--- src/rtl/core/pocsag_pkg.sv ---
`timescale 1ns / 1ps
// ============================================================================
// pocsag_pkg
// Shared types, constants and coding functions of the POCSAG paging encoder.
// ============================================================================
package pocsag_pkg;

    // Codeword slots in one batch, and the slot counter width.
    localparam int SLOTS_PER_BATCH = 16;
    localparam int SLOT_W          = $clog2(SLOTS_PER_BATCH);

    // Fixed transmit words.
    localparam logic [31:0] SYNC_WORD        = 32'h7CD2_15D8;
    localparam logic [31:0] IDLE_WORD        = 32'h7A89_C197;
    localparam logic [31:0] PREAMBLE_PATTERN = 32'hAAAA_AAAA;

    // BCH(31,21) generator polynomial.
    localparam logic [10:0] BCH_GEN = 11'h769;

    // Message bits per codeword and per character.
    localparam int          MSG_BITS = 20;
    localparam logic [2:0]  ALPHA_W  = 3'd7;
    localparam logic [2:0]  NUM_W    = 3'd4;

    // End-of-message fill, already laid out in send order (first bit is the MSB).
    // Alpha repeats EOT (0x04, seven bits); numeric repeats space (0xC, four bits).
    localparam logic [19:0] PAD_ALPHA = 20'h20408;
    localparam logic [19:0] PAD_NUM   = 20'h33333;

    // Message kinds; any kind other than tone or alpha is sent as numeric.
    localparam logic [1:0] KIND_TONE  = 2'd0;
    localparam logic [1:0] KIND_NUM   = 2'd1;
    localparam logic [1:0] KIND_ALPHA = 2'd2;

    // Depth of the command queue between the front and the back end.
    localparam int CMDQ_DEPTH = 4;
    localparam int CMDQ_PTR_W = $clog2(CMDQ_DEPTH);
    localparam int CMDQ_CNT_W = $clog2(CMDQ_DEPTH + 1);

    // Input item opcodes.
    typedef enum logic [1:0] {
        OP_START = 2'd0,
        OP_CHAR  = 2'd1,
        OP_END   = 2'd2
    } t_opcode;

    // Commands handed from the front to the back end.
    typedef enum logic [1:0] {
        CMD_START = 2'd0,
        CMD_MSG   = 2'd1,
        CMD_END   = 2'd2
    } t_cmd_op;

    typedef struct packed {
        t_cmd_op              op;
        logic [20:0]          info;    // codeword bits 31..11 before BCH
        logic                 has_cw;  // end command carries a final message codeword
        logic [SLOT_W-1:0]    target;  // slot of the address codeword
        logic [3:0]           tail;    // extra idles after the terminating idle
    } t_cmd;

    typedef struct packed {
        logic valid;
        t_cmd cmd;
    } t_cmd_push;

    // Back end sequencer states.
    typedef enum logic [2:0] {
        BK_IDLE  = 3'd0,
        BK_PRE   = 3'd1,
        BK_PAD_S = 3'd2,
        BK_CW    = 3'd3,
        BK_TAIL  = 3'd4,
        BK_PAD_E = 3'd5
    } t_bk_state;

    // Parity-check contribution of codeword bit j (a constant for each j).
    function automatic logic [9:0] bch_col(input int j);
        logic [31:0] rem;
        rem = 32'd1 << j;
        for (int i = 31; i >= 11; i--) begin
            if (rem[i]) begin
                rem = rem ^ (32'(BCH_GEN) << (i - 10));
            end
        end
        return rem[10:1];
    endfunction

    // Full codeword: 21 info bits, 10 check bits, even parity.
    function automatic logic [31:0] bch_encode(input logic [20:0] info);
        logic [9:0]  rem;
        logic [31:0] cw;
        rem = '0;
        for (int j = 0; j < 21; j++) begin
            if (info[j]) begin
                rem = rem ^ bch_col(j + 11);
            end
        end
        cw    = {info, rem, 1'b0};
        cw[0] = ^cw;
        return cw;
    endfunction

    // Byte to 4-bit numeric code; unknown bytes become a space.
    function automatic logic [3:0] numeric_code(input logic [7:0] c);
        logic [3:0] code;
        if (c >= 8'h30 && c <= 8'h39) begin
            code = 4'(c - 8'h30);
        end else begin
            case (c)
                8'h2A:        code = 4'd10;  // '*'
                8'h55, 8'h75: code = 4'd11;  // 'U' or 'u'
                8'h20:        code = 4'd12;  // ' '
                8'h2D:        code = 4'd13;  // '-'
                8'h29:        code = 4'd14;  // ')'
                8'h28:        code = 4'd15;  // '('
                default:      code = 4'd12;
            endcase
        end
        return code;
    endfunction

    // Bit reversal, so that the first bit sent lands in the MSB.
    function automatic logic [6:0] rev7(input logic [6:0] v);
        logic [6:0] r;
        for (int i = 0; i < 7; i++) begin
            r[i] = v[6-i];
        end
        return r;
    endfunction

    function automatic logic [3:0] rev4(input logic [3:0] v);
        logic [3:0] r;
        for (int i = 0; i < 4; i++) begin
            r[i] = v[3-i];
        end
        return r;
    endfunction

endpackage

--- src/rtl/core/pocsag_paging_encoder.sv ---
`timescale 1ns / 1ps
// ============================================================================
// pocsag_paging_encoder
// POCSAG transmit encoder: message items in, 32-bit transmit words out.
// ============================================================================
// Usage:
//   Input channel (i_in_valid / o_in_stall) takes start, character and end items.
//   Output channel (o_out_valid / i_out_stall) gives 32-bit words, MSB sent first,
//   with o_last_of_run on the last word caused by an input item and o_transmission_done
//   on the final word of a message. i_cfg_we writes the tail idle count (reset
//   value 6); the user writes it only while the block idles, unchecked by the block.
// Timing:
//   The front end takes one item per cycle into a four-entry command queue;
//   it stalls only when the queue is full. The back end sequencer fetches a
//   command while idle, then sends one word per cycle unless the output stalls:
//   a character that closes a block sends its codeword, after the sync word at
//   a batch boundary. A start sends the preamble, the sync word, idles and the
//   address codeword; an end sends any final codeword, the idles and the batch fill.
//   The first word passes the command queue, sequencer state and output register.
// Reset and stall:
//   Synchronous reset empties the queue and output register and closes any
//   open message. A stall on the output holds the word and pauses the
//   sequencer; the input keeps accepting until the queue fills.
// ============================================================================
module pocsag_paging_encoder import pocsag_pkg::*; #(
    parameter int PREAMBLE_WORDS = 18
) (
    input  logic        i_clk,
    input  logic        i_rst_n,
    input  logic        i_in_valid,
    output logic        o_in_stall,
    input  logic [1:0]  i_opcode,
    input  logic [20:0] i_pager_address,
    input  logic [1:0]  i_function_bits,
    input  logic [1:0]  i_message_kind,
    input  logic [7:0]  i_character,
    input  logic        i_cfg_we,
    input  logic [3:0]  i_cfg_data,
    output logic        o_out_valid,
    input  logic        i_out_stall,
    output logic [31:0] o_word,
    output logic        o_last_of_run,
    output logic        o_transmission_done
);

    t_cmd_push q_push;
    logic      q_full;
    logic      q_empty;
    logic      q_pop;
    t_cmd      q_head;

    // Item intake and character packing.
    pocsag_front u_front (
        .i_clk           (i_clk),
        .i_rst_n         (i_rst_n),
        .i_in_valid      (i_in_valid),
        .o_in_stall      (o_in_stall),
        .i_opcode        (i_opcode),
        .i_pager_address (i_pager_address),
        .i_function_bits (i_function_bits),
        .i_message_kind  (i_message_kind),
        .i_character     (i_character),
        .i_cfg_we        (i_cfg_we),
        .i_cfg_data      (i_cfg_data),
        .i_q_full        (q_full),
        .o_push          (q_push)
    );

    // Command queue.
    pocsag_cmdq u_cmdq (
        .i_clk   (i_clk),
        .i_rst_n (i_rst_n),
        .i_push  (q_push),
        .o_full  (q_full),
        .i_pop   (q_pop),
        .o_empty (q_empty),
        .o_head  (q_head)
    );

    // Word sequencer.
    pocsag_back #(
        .PREAMBLE_WORDS (PREAMBLE_WORDS)
    ) u_back (
        .i_clk               (i_clk),
        .i_rst_n             (i_rst_n),
        .i_empty             (q_empty),
        .i_head              (q_head),
        .o_pop               (q_pop),
        .o_out_valid         (o_out_valid),
        .i_out_stall         (i_out_stall),
        .o_word              (o_word),
        .o_last_of_run       (o_last_of_run),
        .o_transmission_done (o_transmission_done)
    );

endmodule

--- src/rtl/core/pocsag_front.sv ---
`timescale 1ns / 1ps
// ============================================================================
// pocsag_front
// Accepts message items, packs characters into 20-bit message blocks and
// issues start, message and end commands to the back end.
// ============================================================================
module pocsag_front import pocsag_pkg::*; (
    input  logic        i_clk,
    input  logic        i_rst_n,
    input  logic        i_in_valid,
    output logic        o_in_stall,
    input  logic [1:0]  i_opcode,
    input  logic [20:0] i_pager_address,
    input  logic [1:0]  i_function_bits,
    input  logic [1:0]  i_message_kind,
    input  logic [7:0]  i_character,
    input  logic        i_cfg_we,
    input  logic [3:0]  i_cfg_data,
    input  logic        i_q_full,
    output t_cmd_push   o_push
);

    logic [3:0]  r_tail, n_tail;
    logic [19:0] r_acc, n_acc;
    logic [4:0]  r_held, n_held;
    logic [1:0]  r_kind, n_kind;
    logic        r_open, n_open;

    logic        accept;
    logic        is_alpha;
    logic [2:0]  ch_w;
    logic [6:0]  ch_bits;
    logic [26:0] wide;
    logic [4:0]  tot;
    logic [2:0]  sh;
    logic [19:0] cw_data;
    logic [19:0] rest;
    logic [4:0]  pad_n;
    logic [19:0] pad_pat;
    logic [19:0] acc_sh;
    logic [19:0] pad_sh;

    assign accept     = i_in_valid && !i_q_full;
    assign o_in_stall = i_q_full;

    // Character packing: append the reversed code, split off a full block.
    always_comb begin
        is_alpha = (r_kind == KIND_ALPHA);
        ch_w     = is_alpha ? ALPHA_W : NUM_W;
        ch_bits  = is_alpha ? rev7(i_character[6:0])
                            : {3'b000, rev4(numeric_code(i_character))};
        wide     = ({7'b0, r_acc} << ch_w) | {20'b0, ch_bits};
        tot      = r_held + {2'b00, ch_w};
        sh       = 3'(tot - 5'(MSG_BITS));
        cw_data  = 20'(wide >> sh);
        rest     = 20'(wide & ((27'd1 << sh) - 27'd1));
        // End of message: fill the open block with the kind's pad pattern.
        pad_n    = 5'(MSG_BITS) - r_held;
        pad_pat  = is_alpha ? PAD_ALPHA : PAD_NUM;
        acc_sh   = r_acc << pad_n;
        pad_sh   = pad_pat >> r_held;
    end

    // Item classification and message state update.
    always_comb begin
        n_tail = r_tail;
        n_acc  = r_acc;
        n_held = r_held;
        n_kind = r_kind;
        n_open = r_open;
        o_push            = '0;
        o_push.cmd.op     = CMD_MSG;
        o_push.cmd.tail   = r_tail;

        if (i_cfg_we) begin
            n_tail = i_cfg_data;
        end

        if (accept) begin
            case (t_opcode'(i_opcode))
                OP_START: begin
                    n_acc  = '0;
                    n_held = '0;
                    n_kind = i_message_kind;
                    n_open = 1'b1;
                    o_push.valid      = 1'b1;
                    o_push.cmd.op     = CMD_START;
                    o_push.cmd.info   = {1'b0, i_pager_address[20:3], i_function_bits};
                    o_push.cmd.target = {i_pager_address[2:0], 1'b0};
                end
                OP_CHAR: begin
                    if (r_open && r_kind != KIND_TONE) begin
                        if (tot >= 5'(MSG_BITS)) begin
                            n_acc  = rest;
                            n_held = {2'b00, sh};
                            o_push.valid    = 1'b1;
                            o_push.cmd.op   = CMD_MSG;
                            o_push.cmd.info = {1'b1, cw_data};
                        end else begin
                            n_acc  = 20'(wide);
                            n_held = tot;
                        end
                    end
                end
                OP_END: begin
                    if (r_open) begin
                        n_acc  = '0;
                        n_held = '0;
                        n_open = 1'b0;
                        o_push.valid      = 1'b1;
                        o_push.cmd.op     = CMD_END;
                        o_push.cmd.has_cw = (r_kind != KIND_TONE) && (r_held != 5'd0);
                        o_push.cmd.info   = {1'b1, acc_sh | pad_sh};
                    end
                end
                default: begin
                end
            endcase
        end
    end

    // State registers.
    always_ff @(posedge i_clk) begin
        if (!i_rst_n) begin
            r_tail <= 4'd6;
            r_acc  <= '0;
            r_held <= '0;
            r_kind <= KIND_TONE;
            r_open <= 1'b0;
        end else begin
            r_tail <= n_tail;
            r_acc  <= n_acc;
            r_held <= n_held;
            r_kind <= n_kind;
            r_open <= n_open;
        end
    end

endmodule

--- src/rtl/core/pocsag_cmdq.sv ---
`timescale 1ns / 1ps
// ============================================================================
// pocsag_cmdq
// Short command queue that decouples the front from the back end.
// ============================================================================
module pocsag_cmdq import pocsag_pkg::*; (
    input  logic      i_clk,
    input  logic      i_rst_n,
    input  t_cmd_push i_push,
    output logic      o_full,
    input  logic      i_pop,
    output logic      o_empty,
    output t_cmd      o_head
);

    t_cmd                  r_mem [CMDQ_DEPTH];
    logic [CMDQ_PTR_W-1:0] r_wr, r_rd;
    logic [CMDQ_CNT_W-1:0] r_cnt;
    logic                  do_push, do_pop;

    assign o_full  = (r_cnt == CMDQ_CNT_W'(CMDQ_DEPTH));
    assign o_empty = (r_cnt == '0);
    assign o_head  = r_mem[r_rd];
    assign do_push = i_push.valid && !o_full;
    assign do_pop  = i_pop && !o_empty;

    // Entry storage.
    always_ff @(posedge i_clk) begin
        if (do_push) begin
            r_mem[r_wr] <= i_push.cmd;
        end
    end

    // Pointers and fill count.
    always_ff @(posedge i_clk) begin
        if (!i_rst_n) begin
            r_wr  <= '0;
            r_rd  <= '0;
            r_cnt <= '0;
        end else begin
            if (do_push) begin
                r_wr <= r_wr + 1'b1;
            end
            if (do_pop) begin
                r_rd <= r_rd + 1'b1;
            end
            if (do_push && !do_pop) begin
                r_cnt <= r_cnt + 1'b1;
            end else if (do_pop && !do_push) begin
                r_cnt <= r_cnt - 1'b1;
            end
        end
    end

endmodule

--- src/rtl/core/pocsag_back.sv ---
`timescale 1ns / 1ps
// ============================================================================
// pocsag_back
// Expands commands into transmit words, one per cycle unless stalled,
// tracking the batch slot and inserting the sync word at every batch start.
// ============================================================================
module pocsag_back import pocsag_pkg::*; #(
    parameter int PREAMBLE_WORDS = 18
) (
    input  logic        i_clk,
    input  logic        i_rst_n,
    input  logic        i_empty,
    input  t_cmd        i_head,
    output logic        o_pop,
    output logic        o_out_valid,
    input  logic        i_out_stall,
    output logic [31:0] o_word,
    output logic        o_last_of_run,
    output logic        o_transmission_done
);

    localparam int CNT_W = (PREAMBLE_WORDS > 16) ? $clog2(PREAMBLE_WORDS) : 4;

    t_bk_state         r_state, n_state;
    logic [CNT_W-1:0]  r_cnt, n_cnt;
    logic [SLOT_W-1:0] r_slot, n_slot;
    logic              r_sync_sent, n_sync_sent;
    t_cmd              r_cmd, n_cmd;

    logic              r_out_valid;
    logic [31:0]       r_word;
    logic              r_last;
    logic              r_done;

    logic              adv;
    logic              is_sync;
    logic [SLOT_W-1:0] slot_inc;
    logic [31:0]       info_cw;
    logic              emit_valid;
    logic [31:0]       emit_word;
    logic              emit_last;
    logic              emit_done;

    assign adv      = !r_out_valid || !i_out_stall;
    assign is_sync  = (r_slot == '0) && !r_sync_sent;
    assign slot_inc = r_slot + 1'b1;
    assign info_cw  = bch_encode(r_cmd.info);

    // Sequencer: next state and the word offered this cycle.
    always_comb begin
        n_state     = r_state;
        n_cnt       = r_cnt;
        n_slot      = r_slot;
        n_sync_sent = r_sync_sent;
        n_cmd       = r_cmd;
        o_pop       = 1'b0;
        emit_valid  = 1'b0;
        emit_word   = IDLE_WORD;
        emit_last   = 1'b0;
        emit_done   = 1'b0;

        case (r_state)
            BK_IDLE: begin
                if (!i_empty) begin
                    o_pop = 1'b1;
                    n_cmd = i_head;
                    case (i_head.op)
                        CMD_START: begin
                            n_slot      = '0;
                            n_sync_sent = 1'b0;
                            n_cnt       = CNT_W'(PREAMBLE_WORDS - 1);
                            n_state     = BK_PRE;
                        end
                        CMD_MSG: begin
                            n_state = BK_CW;
                        end
                        CMD_END: begin
                            n_cnt   = CNT_W'(i_head.tail);
                            n_state = i_head.has_cw ? BK_CW : BK_TAIL;
                        end
                        default: begin
                            n_state = BK_IDLE;
                        end
                    endcase
                end
            end
            BK_PRE: begin
                emit_valid = 1'b1;
                emit_word  = PREAMBLE_PATTERN;
                if (adv) begin
                    if (r_cnt == '0) begin
                        n_state = BK_PAD_S;
                    end else begin
                        n_cnt = r_cnt - 1'b1;
                    end
                end
            end
            BK_PAD_S, BK_CW, BK_TAIL, BK_PAD_E: begin
                emit_valid = 1'b1;
                if (is_sync) begin
                    // Batch boundary: the sync word goes ahead of the codeword.
                    emit_word = SYNC_WORD;
                    if (adv) begin
                        n_sync_sent = 1'b1;
                    end
                end else begin
                    if (adv) begin
                        n_slot      = slot_inc;
                        n_sync_sent = 1'b0;
                    end
                    case (r_state)
                        BK_PAD_S: begin
                            if (r_slot == r_cmd.target) begin
                                emit_word = info_cw;
                                emit_last = 1'b1;
                                if (adv) begin
                                    n_state = BK_IDLE;
                                end
                            end
                        end
                        BK_CW: begin
                            emit_word = info_cw;
                            if (r_cmd.op == CMD_END) begin
                                if (adv) begin
                                    n_state = BK_TAIL;
                                end
                            end else begin
                                emit_last = 1'b1;
                                if (adv) begin
                                    n_state = BK_IDLE;
                                end
                            end
                        end
                        BK_TAIL: begin
                            if (r_cnt == '0) begin
                                if (slot_inc == '0) begin
                                    emit_last = 1'b1;
                                    emit_done = 1'b1;
                                    if (adv) begin
                                        n_state = BK_IDLE;
                                    end
                                end else if (adv) begin
                                    n_state = BK_PAD_E;
                                end
                            end else if (adv) begin
                                n_cnt = r_cnt - 1'b1;
                            end
                        end
                        default: begin
                            // Idle fill up to the end of the batch.
                            if (slot_inc == '0) begin
                                emit_last = 1'b1;
                                emit_done = 1'b1;
                                if (adv) begin
                                    n_state = BK_IDLE;
                                end
                            end
                        end
                    endcase
                end
            end
            default: begin
                n_state = BK_IDLE;
            end
        endcase
    end

    // State register.
    always_ff @(posedge i_clk) begin
        if (!i_rst_n) begin
            r_state     <= BK_IDLE;
            r_cnt       <= '0;
            r_slot      <= '0;
            r_sync_sent <= 1'b0;
        end else begin
            r_state     <= n_state;
            r_cnt       <= n_cnt;
            r_slot      <= n_slot;
            r_sync_sent <= n_sync_sent;
        end
    end

    // Command being expanded.
    always_ff @(posedge i_clk) begin
        r_cmd <= n_cmd;
    end

    // Output register.
    always_ff @(posedge i_clk) begin
        if (!i_rst_n) begin
            r_out_valid <= 1'b0;
        end else if (adv) begin
            r_out_valid <= emit_valid;
        end
    end

    always_ff @(posedge i_clk) begin
        if (adv) begin
            r_word <= emit_word;
            r_last <= emit_last;
            r_done <= emit_done;
        end
    end

    assign o_out_valid         = r_out_valid;
    assign o_word              = r_word;
    assign o_last_of_run       = r_last;
    assign o_transmission_done = r_done;

endmodule

--- config.mk ---
export PLATFORM = sky130hd
export DESIGN_NAME = pocsag_paging_encoder
export DESIGN_NICKNAME = d
export VERILOG_FILES = /design/src/rtl/core/pocsag_pkg.sv /design/src/rtl/core/pocsag_paging_encoder.sv /design/src/rtl/core/pocsag_front.sv /design/src/rtl/core/pocsag_cmdq.sv /design/src/rtl/core/pocsag_back.sv
export SDC_FILE = /design/constraint.sdc
export NUM_CORES = 1
export LEC_CHECK = 0
export BUFFER_PORTS_ARGS = -buffer_cell sky130_fd_sc_hd__buf_4
export CAP_MARGIN = 20
export CORE_MARGIN = 2
export CORE_UTILIZATION = 35
export DETAILED_ROUTE_END_ITERATION = 10
export GPL_TIMING_DRIVEN = 1
export PLACE_DENSITY_LB_ADDON = 0.1
export SLEW_MARGIN = 20
export SYNTH_ARGS = -nofsm -noshare
export SYNTH_HDL_FRONTEND = slang
export SYNTH_HIERARCHICAL = 1
export SYNTH_SLANG_ARGS = --single-unit
--- constraint.sdc ---
create_clock -name i_clk -period 7.2 [get_ports i_clk]
set_clock_uncertainty 0.15 [all_clocks]
set_input_delay 1.44 -clock i_clk [delete_from_list [all_inputs] [get_ports i_clk]]
set_output_delay 1.44 -clock i_clk [all_outputs]
set_load 0.01 [all_outputs]
==> impl_metrics.toml, run 1 <==
[cells_and_area]
num-nets-final = 1384
final-instance-count-excl-fill = 1874
drive_gt1_frac = 0.190
final_util = 0.404
syn2layout_area_growth_pct = 13.8

[critical_path]
critPathSlowestCell = "fa_1"
worst_path_largest_cell_delay_ns = 0.61
startpoint_type = "flip-flop"
critPathRequiredTime_ns = 7.55
worstPathArrival_ns = 5.36
crit_path_cell_trace = "nand2b_2 > inv_4 > ha_1 > fa_1 > nor2_1 > o2bb2ai_1 > o21ai_1 > a21oi_1 > nand2b_1 > nor2b_1 > ha_1 > inv_1 > fa_1 > xor2_1 > or3_1 > a21boi_0"
worstSetupPathType = "flip-flop to flip-flop"
crit_path_max_fanout = 37
end_kind = "flip-flop"

[clock_tree]
post_cts_buffers = 0
hold_buffers = 0
post_cts_resized = 0
clockBufferDepth = 3
insertion_delay_ns = 0.59
cts.reportedPaths.clkPinSlew_ns = 0.07
clkSinkCount = 244
cts_tree = "yes"
root_buffer = "clkbuf_16"
htreeDepth = 1
cts_inserted_buffers = 30

[synth]
synthArstFlopShare = 0
synth_top_cell_by_area = "edfxtp_1"
yosysUniqueCellTypes = 89
syn_nets = 1348
synth_top_flop_cell = "edfxtp_1"
syn_avg_cell_area_sq_um = 11.3
synth_cells = 1282
yosysWarnings = 6
yosysTopAreaCellShare = 0.390
ys_top_cells_by_area = "edfxtp_1 (39%), mux4_2 (9.8%), dfxtp_1 (7.6%)"
synth-edff-count = 189
seq_area_frac_synth = 0.466
ys_ff_latch = 244
netlist_area_sq_um = 14500
synthTopCellsByCount = "edfxtp_1 (189), nand2_1 (151), o21ai_0 (77), nor2_1 (72), clkbuf_1 (69)"
yosys.cell_count.top_type = "edfxtp_1"

[routing]
drt_iter0_drc = 781
wl_mm = 41.3
first_pass_iters = 5
wl_per_cell_um = 22.0
vias = 10500
viasPerCell = 5.58
drc = 0
drtAntennaViolNets = 0

[timing]
min_period_over_period = 0.696
final.setup.tns_ns = 0
worst_slew_pin_slew_ns = 0.926
timing.fmax_mhz = 200
rsz0062_at_grt = "false"
layout_setup_ws_ns = 2.19
maxSlewViolCount = 0
hold_violations = 0
slew_headroom = 0.367
layout_min_cycle_time_ns = 5.01
setup_viol = 0

[min_path]
hp-class = "flip-flop to flip-flop"

[floorplan]
io_pins = 80
dieArea_sq_um = 43200
start_util = 0.355
core-area_sq_um = 40900
die_h_um = 208
die_w_um = 208
row_count = 74

[power_and_ir_drop]
internal_power_mw = 4.48
p_total_mw = 6.64
p_leak_nw = 5.76
power_density_nw_per_um2 = 401
p_switching_mw = 2.15
comb_power_share = 0.468
p_seq_frac = 0.304
peakVddDrop_mv = 0.681
p_sw_frac = 0.325
clkPwrFrac = 0.229

[global_routing]
grt_max_degree = 57
antenna_found_initial = 0
grt_usage = 0.188
grt_pass1_wl_mm = 63.7
grt_pass1_vias = 10400
overflow = 0

[placed_design]
gp_congestion = 0.977
io_buffers = 79
hpwl_mm = 29.4
placed_cells = 1818
dpl_worst_slack_ns = 2.22

[flow_run]
maxCapViolations = 0

[run_status]
status = "finished clean"
==> registers in the layout (all words and copies together) (netlist names), 3 cells and up, named ones only <==
| name | flops |
|---|---|
| u_front/r_tail | 4 |
| u_back/r_slot | 4 |
| u_front/r_held | 5 |
| u_back/o_word | 32 |
| u_cmdq/r_mem | 128 |
| u_back/r_state | 3 |
| u_back/r_cnt | 5 |
| u_cmdq/r_cnt | 3 |
| u_back/r_cmd | 6 |
| u_front/r_acc | 20 |
| u_back/info_cw | 21 |
==> power groups by stage <==
stage               sequential [mW]  combinational, mW  clock [mW]
floorplan                      2.00               2.61           0
global placement               2.05               3.13           0
detailed placement             2.05               3.15           0
CTS                            2.02               3.15        1.57
global route                   2.05               3.30        1.62
finish                         2.02               3.10        1.52
==> critical path, delay by kind of cell (launching register included) <==
| family | cells | cell delay (ns) |
|---|---|---|
| simple gates | 5 | 1.25 |
| compound gates | 4 | 1.18 |
| fa+ha+maj | 4 | 1.58 |
| flops | 1 | 0.36 |
| buf+inv | 2 | 0.23 |
| xor+xnor | 1 | 0.16 |
==> cell type report <==
type,instances,area [sq um]
Clock inverter,22,246
Sequential cell,244,6780
Clock buffer,33,762
Inverter,25,96.3
Timing Repair Buffer,105,788
Fill cell,3947,24400
Antenna cell,1,2.50
Tap cell,532,666
Multi-Input combinational cell,912,7210
==> cell families (layout without fill, tap and decap cells) <==
group           count (synthesis)  in the layout  share of synthesized area
xor+xnor                       75             75                     0.0606
buf+inv                       126            185                     0.0412
simple gates                  385            385                      0.128
mux                           123            123                      0.143
fa+ha+maj                      22             22                     0.0200
flops                         244            244                      0.466
other cells                     1              2                   0.000258
compound gates                306            306                      0.140
==> routing by layer <==
| metal | global-route usage | share of wire | vias to the layer above |
|---|---|---|---|
| li1 | - | - | 4909 |
| met2 | 0.319 | 0.49 | 320 |
| met4 | 0.0602 | 0.032 | 0 |
| met5 | 0 | 0 | - |
| met3 | 0.0227 | 0.046 | 71 |
| met1 | 0.251 | 0.43 | 5157 |
==> worst paths after layout <==
kind	from	end	slack, ns	depth (start not counted)
max	u_front/r_kind[0]	u_cmdq/r_cnt[2]	2.19	16
min	u_back/r_cnt[4]	u_back/r_cnt[4]	0.34	2
max reg2reg	u_front/r_kind[0]	u_cmdq/r_cnt[2]	2.19	16
min reg2reg	u_back/r_cnt[4]	u_back/r_cnt[4]	0.34	2
==> metrics by stage <==
stage / cell area (sq um) / hold WS [ns]
6_report: 16600 / 0.342
5_1_grt: 16600 / 0.365
4_1_cts: 16500 / 0.331
3_5_place_dp: 15500 / 0.321
3_3_place_gp: 15500 / 0.316
2_1_floorplan: 14500 / 0.299
==> placed cells by master, fill, tap and decap left out, types with 7 or more instances in the layout <==
| cell | Yosys | final |
|---|---|---|
| xor2_1 | 18 | 18 |
| buf_4 | 3 | 105 |
| edfxtp_1 | 189 | 189 |
| and3_1 | 12 | 12 |
| or3_1 | 11 | 11 |
| nor2b_1 | 35 | 35 |
| clkbuf_16 | 0 | 30 |
| a31oi_1 | 11 | 11 |
| nand2_1 | 151 | 151 |
| clkinv_1 | 2 | 9 |
| nor3_1 | 18 | 17 |
| dfxtp_1 | 55 | 54 |
| o211ai_1 | 16 | 16 |
| ha_1 | 20 | 20 |
| a21boi_0 | 18 | 18 |
| inv_1 | 22 | 22 |
| mux2i_1 | 43 | 43 |
| a21o_1 | 7 | 7 |
| o21ai_0 | 77 | 77 |
| mux4_2 | 63 | 63 |
| nor2_1 | 72 | 72 |
| o22ai_1 | 11 | 11 |
| mux2_2 | 14 | 14 |
| nand3_1 | 16 | 16 |
| nand2b_1 | 15 | 14 |
| a22oi_1 | 17 | 17 |
| and2_1 | 23 | 23 |
| a21oi_1 | 57 | 57 |
| a211oi_1 | 9 | 9 |
| xnor2_1 | 40 | 39 |
Power figures use the tool's default switching activity.
==> run 2: changes to the inputs <==
- ABC_AREA: unset -> 1
- clock period: 7.2 -> 5.2 ns (I/O delays scaled with it)
==> run 2 against run 1 <==
Fmax is 18% higher. Die area is 3.6% higher. First-iteration DRC count is 25% higher. Via count is 27% higher. Synthesized cell count is 55% higher. Design area is 3.2% higher. Critical path depth is 6 higher. Sequential cell count stayed put. Critical path type unchanged. Highest routed layer unchanged.
==> impl_metrics.toml, run 2 <==
[run_status]
status = "finished clean"

[synth]
synth_top_flop_cell = "edfxtp_1"
synthTopCellsByCount = "nand2_1 (624), edfxtp_1 (189), nor2_1 (182), nand3_1 (176), inv_1 (166)"
synthArstFlopShare = 0
synth-edff-count = 189
yosysTopAreaCellShare = 0.376
ys_top_cells_by_area = "edfxtp_1 (38%), nand2_1 (16%), dfxtp_1 (7.3%)"
yosysUniqueCellTypes = 58
syn_nets = 2054
netlist_area_sq_um = 15100
ys_ff_latch = 244
synth_cells = 1988
synth_top_cell_by_area = "edfxtp_1"
seq_area_frac_synth = 0.449
yosys.cell_count.top_type = "nand2_1"
yosysWarnings = 6
syn_avg_cell_area_sq_um = 7.59

[routing]
viasPerCell = 5.09
wl_mm = 46.4
drt_iter0_drc = 979
first_pass_iters = 5
drtAntennaViolNets = 0
vias = 13200
wl_per_cell_um = 17.8
drc = 0

[cells_and_area]
top_register = "u_cmdq/r_mem"
final_cell_mix = "nand2_1 (623), edfxtp_1 (189), nor2_1 (176), nand3_1 (176), inv_1 (166)"
final_util = 0.399
n_antenna_cell = 0
largest_reg_flops = 128
final_common_cell = "nand2_1"
num-nets-final = 2101
syn2layout_area_growth_pct = 13.2
drive_gt1_frac = 0.115
final-instance-count-excl-fill = 2603

[power_and_ir_drop]
p_leak_nw = 7.19
peakVddDrop_mv = 0.441
power_density_nw_per_um2 = 539
p_total_mw = 9.21

[critical_path]
ff2ff_setup_slack_ns = 0.96
end_kind = "flip-flop"
worstSetupPathType = "flip-flop to flip-flop"
critPathRequiredTime_ns = 5.52
crit_path_max_fanout = 13
startpoint_type = "flip-flop"
r2r_cells = 22
worstPathArrival_ns = 4.56

[global_routing]
grt_max_degree = 65
antenna_found_initial = 0
grt_usage = 0.208
grt_pass1_vias = 12500
overflow = 0
grt_pass1_wl_mm = 72.6

[timing]
timing.fmax_mhz = 236
rsz0062_at_grt = "false"
worst_slew_pin_slew_ns = 0.994
setup_viol = 0
slew_headroom = 0.335
min_period_over_period = 0.815
worst_hold_slack_ns = 0.308
hold_violations = 0
layout_min_cycle_time_ns = 4.24
final.setup.tns_ns = 0
maxSlewViolCount = 0

[clock_tree]
insertion_delay_ns = 0.58
cts_tree = "yes"
htreeDepth = 1
cts_inserted_buffers = 29
clkSinkCount = 244
root_buffer = "clkbuf_16"
clockBufferDepth = 3
post_cts_buffers = 0
post_cts_resized = 0
hold_buffers = 0
cts.reportedPaths.clkPinSlew_ns = 0.06

[floorplan]
die_h_um = 212
core-area_sq_um = 42800
dieArea_sq_um = 44800
io_pins = 80
die_w_um = 212
start_util = 0.352
row_count = 76

[placed_design]
io_buffers = 79
gp_congestion = 0.951
placed_cells = 2550
hpwl_mm = 34.2

[min_path]
hp-class = "flip-flop to flip-flop"
min_path_cells = 2

[flow_run]
maxCapViolations = 0
## run 2: changes by cell type after synthesis, moves of 35 or more
cell,change
o21ai_0,+88
o21ai_1,+36
mux4_2,-63
nand2_1,+473
inv_1,+144
nor2b_1,-35
clkbuf_1,-45
nand3_1,+160
nor2_1,+110
mux2i_1,-41
## run 2: stage by stage
step | area (sq um) | setup WS (ns)
floorplan | 15100 | 1.01
global placement | 16100 | 1.06
detailed placement | 16100 | 0.968
CTS | 17100 | 0.962
global route | 17100 | 0.599
finish | 17100 | 0.962
## run 2: routing by layer
layer	part of all wire	global-route usage	wire length, um
met5	0	0	0
met3	0.049	0.0224	2250
met4	0.023	0.0546	1060
met2	0.46	0.350	21500
met1	0.47	0.287	21600
## run 2: path summary, 6_finish.rpt
check                     startpoint            endpoint
setup / recovery   u_front/r_kind[1]     u_cmdq/r_cnt[2]
hold / removal    u_back/r_sync_sent  u_back/r_sync_sent
setup reg to reg   u_front/r_kind[1]     u_cmdq/r_cnt[2]
hold reg to reg   u_back/r_sync_sent  u_back/r_sync_sent
## run 2: cell families after synthesis
| logic type | synth area share |
|---|---|
| other | 0.000249 |
| AND/OR/NAND/NOR | 0.294 |
| multiplexers | 0.00133 |
| buffers and inverters | 0.0823 |
| adder cells (fa/ha/maj) | 0.0192 |
| flip-flops | 0.449 |
| AO/OA/AOI/OAI | 0.126 |
| XOR/XNOR | 0.0278 |
## run 2: power breakdown
part           switching [mW]  internal (mW)
registers               0.326           2.52
logic                    2.83           1.40
clock network           0.837           1.30
## run 2: worst max-delay path, cell delays in order (launching register included)
cell and delay [ns]:
dfxtp_1 0.31, inv_1 0.10, nor2_2 0.04, buf_4 0.19
ha_1 0.23, fa_1 0.43, o21ai_1 0.22, xor2_2 0.30
nand2_4 0.19, inv_4 0.15, nand2_2 0.13, a31oi_1 0.31
nand2_2 0.23, inv_1 0.15, ha_1 0.17, inv_1 0.06
fa_1 0.39, inv_1 0.07, nand2_1 0.04, nand3_1 0.08
nand2_1 0.06, nand2_1 0.05, nor2_1 0.04
## run 2: cell type report
cell class	count	area [sq um]
timing repair buffer	99	756
inverter	196	748
tap	546	683
clock inverter	15	200
fill	4443	25700
clock buffer	38	810
multi-input combinational	1465	7100
sequential	244	6780
==> run 3: changes to the inputs <==
- clock period: 5.2 -> 3.9 ns (I/O delays scaled with it)
==> run 3 against run 2 <==
Global-route usage fell by 0.53 points. Utilization rose by 0.22 points. First-iteration DRC count fell by 19%. Critical path type unchanged. Largest power group unchanged.
==> impl_metrics.toml, run 3 (same netlist as run 2, synthesis figures left out) <==
[run_status]
status = "finished clean"

[cells_and_area]
stdcell_area_sq_um = 17200
syn2layout_area_growth_pct = 13.8
final_util = 0.401
final_cell_mix = "nand2_1 (623), edfxtp_1 (189), nor2_1 (176), nand3_1 (176), inv_1 (166)"
final_common_cell = "nand2_1"
fillers = 4444
num-nets-final = 2114
top_register = "u_cmdq/r_mem"
n_antenna_cell = 0
largest_reg_flops = 128
drive_gt1_frac = 0.123

[power_and_ir_drop]
p_total_mw = 12.1
clkPwrFrac = 0.222
comb_power_share = 0.466
peakVddDrop_mv = 0.728
p_sw_frac = 0.435
p_seq_frac = 0.312
p_switching_mw = 5.26
internal_power_mw = 6.82
power_density_nw_per_um2 = 704
p_leak_nw = 7.26

[floorplan]
core-area_sq_um = 42800
row_count = 76
dieArea_sq_um = 44800
die_w_um = 212
io_pins = 80
start_util = 0.352
die_h_um = 212

[clock_tree]
clockBufferDepth = 3
hold_buffers = 0
htreeDepth = 1
cts.reportedPaths.clkPinSlew_ns = 0.06
post_cts_buffers = 0
post_cts_resized = 0
cts_inserted_buffers = 29
root_buffer = "clkbuf_16"
cts_tree = "yes"
clkSinkCount = 244
insertion_delay_ns = 0.57

[critical_path]
worstPathArrival_ns = 3.95
worst_path_largest_cell_delay_ns = 0.43
end_kind = "flip-flop"
crit_buf_inv = 5
r2r_cells = 21
worstSetupPathType = "flip-flop to flip-flop"
critPathSlowestCell = "fa_1"
startpoint_type = "flip-flop"
cpLargestDelayFamily = "adder cells"
reg2reg_from = "u_front/r_kind[1]"
crit_path_cell_trace = "inv_1 > nor2_2 > ha_1 > fa_1 > o21ai_1 > xor2_2 > nand2_4 > inv_4 > nand2_2 > a31oi_1 > nand2_2 > inv_1 > ha_1 > inv_1 > fa_1 > inv_1 > nand2_1 > nand3_1 > nand2_1 > nand2_1 > nor2_1"
r2r-end = "u_cmdq/r_cnt[2]"
ff2ff_setup_slack_ns = 0.26
cpMostUsedCell = "inv_1"
critPathRequiredTime_ns = 4.21
crit_path_max_fanout = 6

[global_routing]
antenna_found_initial = 0
grt_pass1_vias = 12700
overflow = 0
grt_pass1_wl_mm = 71.0
grt_max_degree = 65
grt_usage = 0.203

[min_path]
hp-class = "input port to flip-flop"
holdCritStartpoint = "i_cfg_data[1]"
worstHoldEndpoint = "u_front/r_tail[1]"
min_path_cells = 3

[timing]
slew_headroom = 0.411
rsz0062_at_grt = "false"
setup_viol = 0
min_period_over_period = 0.932
final.setup.tns_ns = 0
layout_min_cycle_time_ns = 3.64
worst_slew_pin_slew_ns = 0.878
hold_violations = 0
timing.fmax_mhz = 275
maxSlewViolCount = 0

[flow_run]
maxCapViolations = 0

[routing]
drc = 0
first_pass_iters = 5
drt_iter0_drc = 792
wl_per_cell_um = 17.3
wl_mm = 45.4
viasPerCell = 5.08
drtAntennaViolNets = 0
vias = 13300

[placed_design]
hpwl_mm = 33.8
gp_congestion = 0.912
io_buffers = 79
postPlaceCellArea_sq_um = 16200
run 3: cell count changes in the layout (fill, tap and decap cells not counted):
cell / previous run / this run
inv_6: 1 / 2
bufinv_16: 4 / 2
clkinvlp_4: 4 / 2
clkbuf_1: 4 / 2
dfxtp_1: 54 / 53
clkinv_2: 4 / 10
buf_12: 1 / 4
dfxtp_2: 1 / 2
clkinv_4: 0 / 2
buf_4: 98 / 108
clkbuf_8: 5 / 4
clkinv_1: 8 / 7
run 3: power groups by stage:
stage                     registers, mW  logic, mW  clock network [mW]
after global placement             3.82       5.62                   0
after global routing               3.82       6.45                2.88
final                              3.76       5.63                2.69
after CTS                          3.77       5.70                2.77
after detailed placement           3.82       5.68                   0
after floorplan                    3.64       4.37                   0
run 3: how the worst max path moves through the flow:
stage	start	endpoint	slack, ns	cells past startpoint
after floorplan	u_front/r_kind[1]	u_cmdq/r_mem[0][0]	-0.29	12
after global placement	u_front/r_kind[1]	u_cmdq/r_cnt[2]	0.31	21
after detailed placement	u_front/r_kind[1]	u_cmdq/r_cnt[2]	0.28	21
after CTS	u_front/r_kind[1]	u_cmdq/r_cnt[2]	0.26	21
after global routing	u_front/r_kind[1]	u_cmdq/r_cnt[2]	0.003	21
final	u_front/r_kind[1]	u_cmdq/r_cnt[2]	0.26	21
run 3: tightest hold or removal path, stage by stage:
cell and delay (ns):
buf_4 0.08, nand2_1 0.04, nand3_1 0.06
run 3: through the flow:
stage / setup slack (ns) / std cells / hold slack, ns
floorplan: -0.295 / 1988 / 0.281
global placement: 0.313 / 2563 / 0.304
detailed placement: 0.282 / 2563 / 0.301
CTS: 0.256 / 2617 / 0.252
global route: 0.00327 / 2617 / 0.264
finish: 0.264 / 2617 / 0.276
run 3: area by class of cell:
type,instances,area (sq um),share of cell area
inverter,196,748,0.0436
clock inverter,19,178,0.0103
tap,546,683,0.0398
clock buffer,35,788,0.0459
sequential,244,6780,0.395
multi-input combinational,1465,7100,0.414
timing repair buffer,112,891,0.0519
run 3: metal layers:
layer,track usage,wire length (um),up-vias
met5,0,0,-
met4,0.0755,1670,0
met3,0.0227,1980,87
met2,0.343,21100,340
met1,0.268,20700,6173
li1,-,-,6707
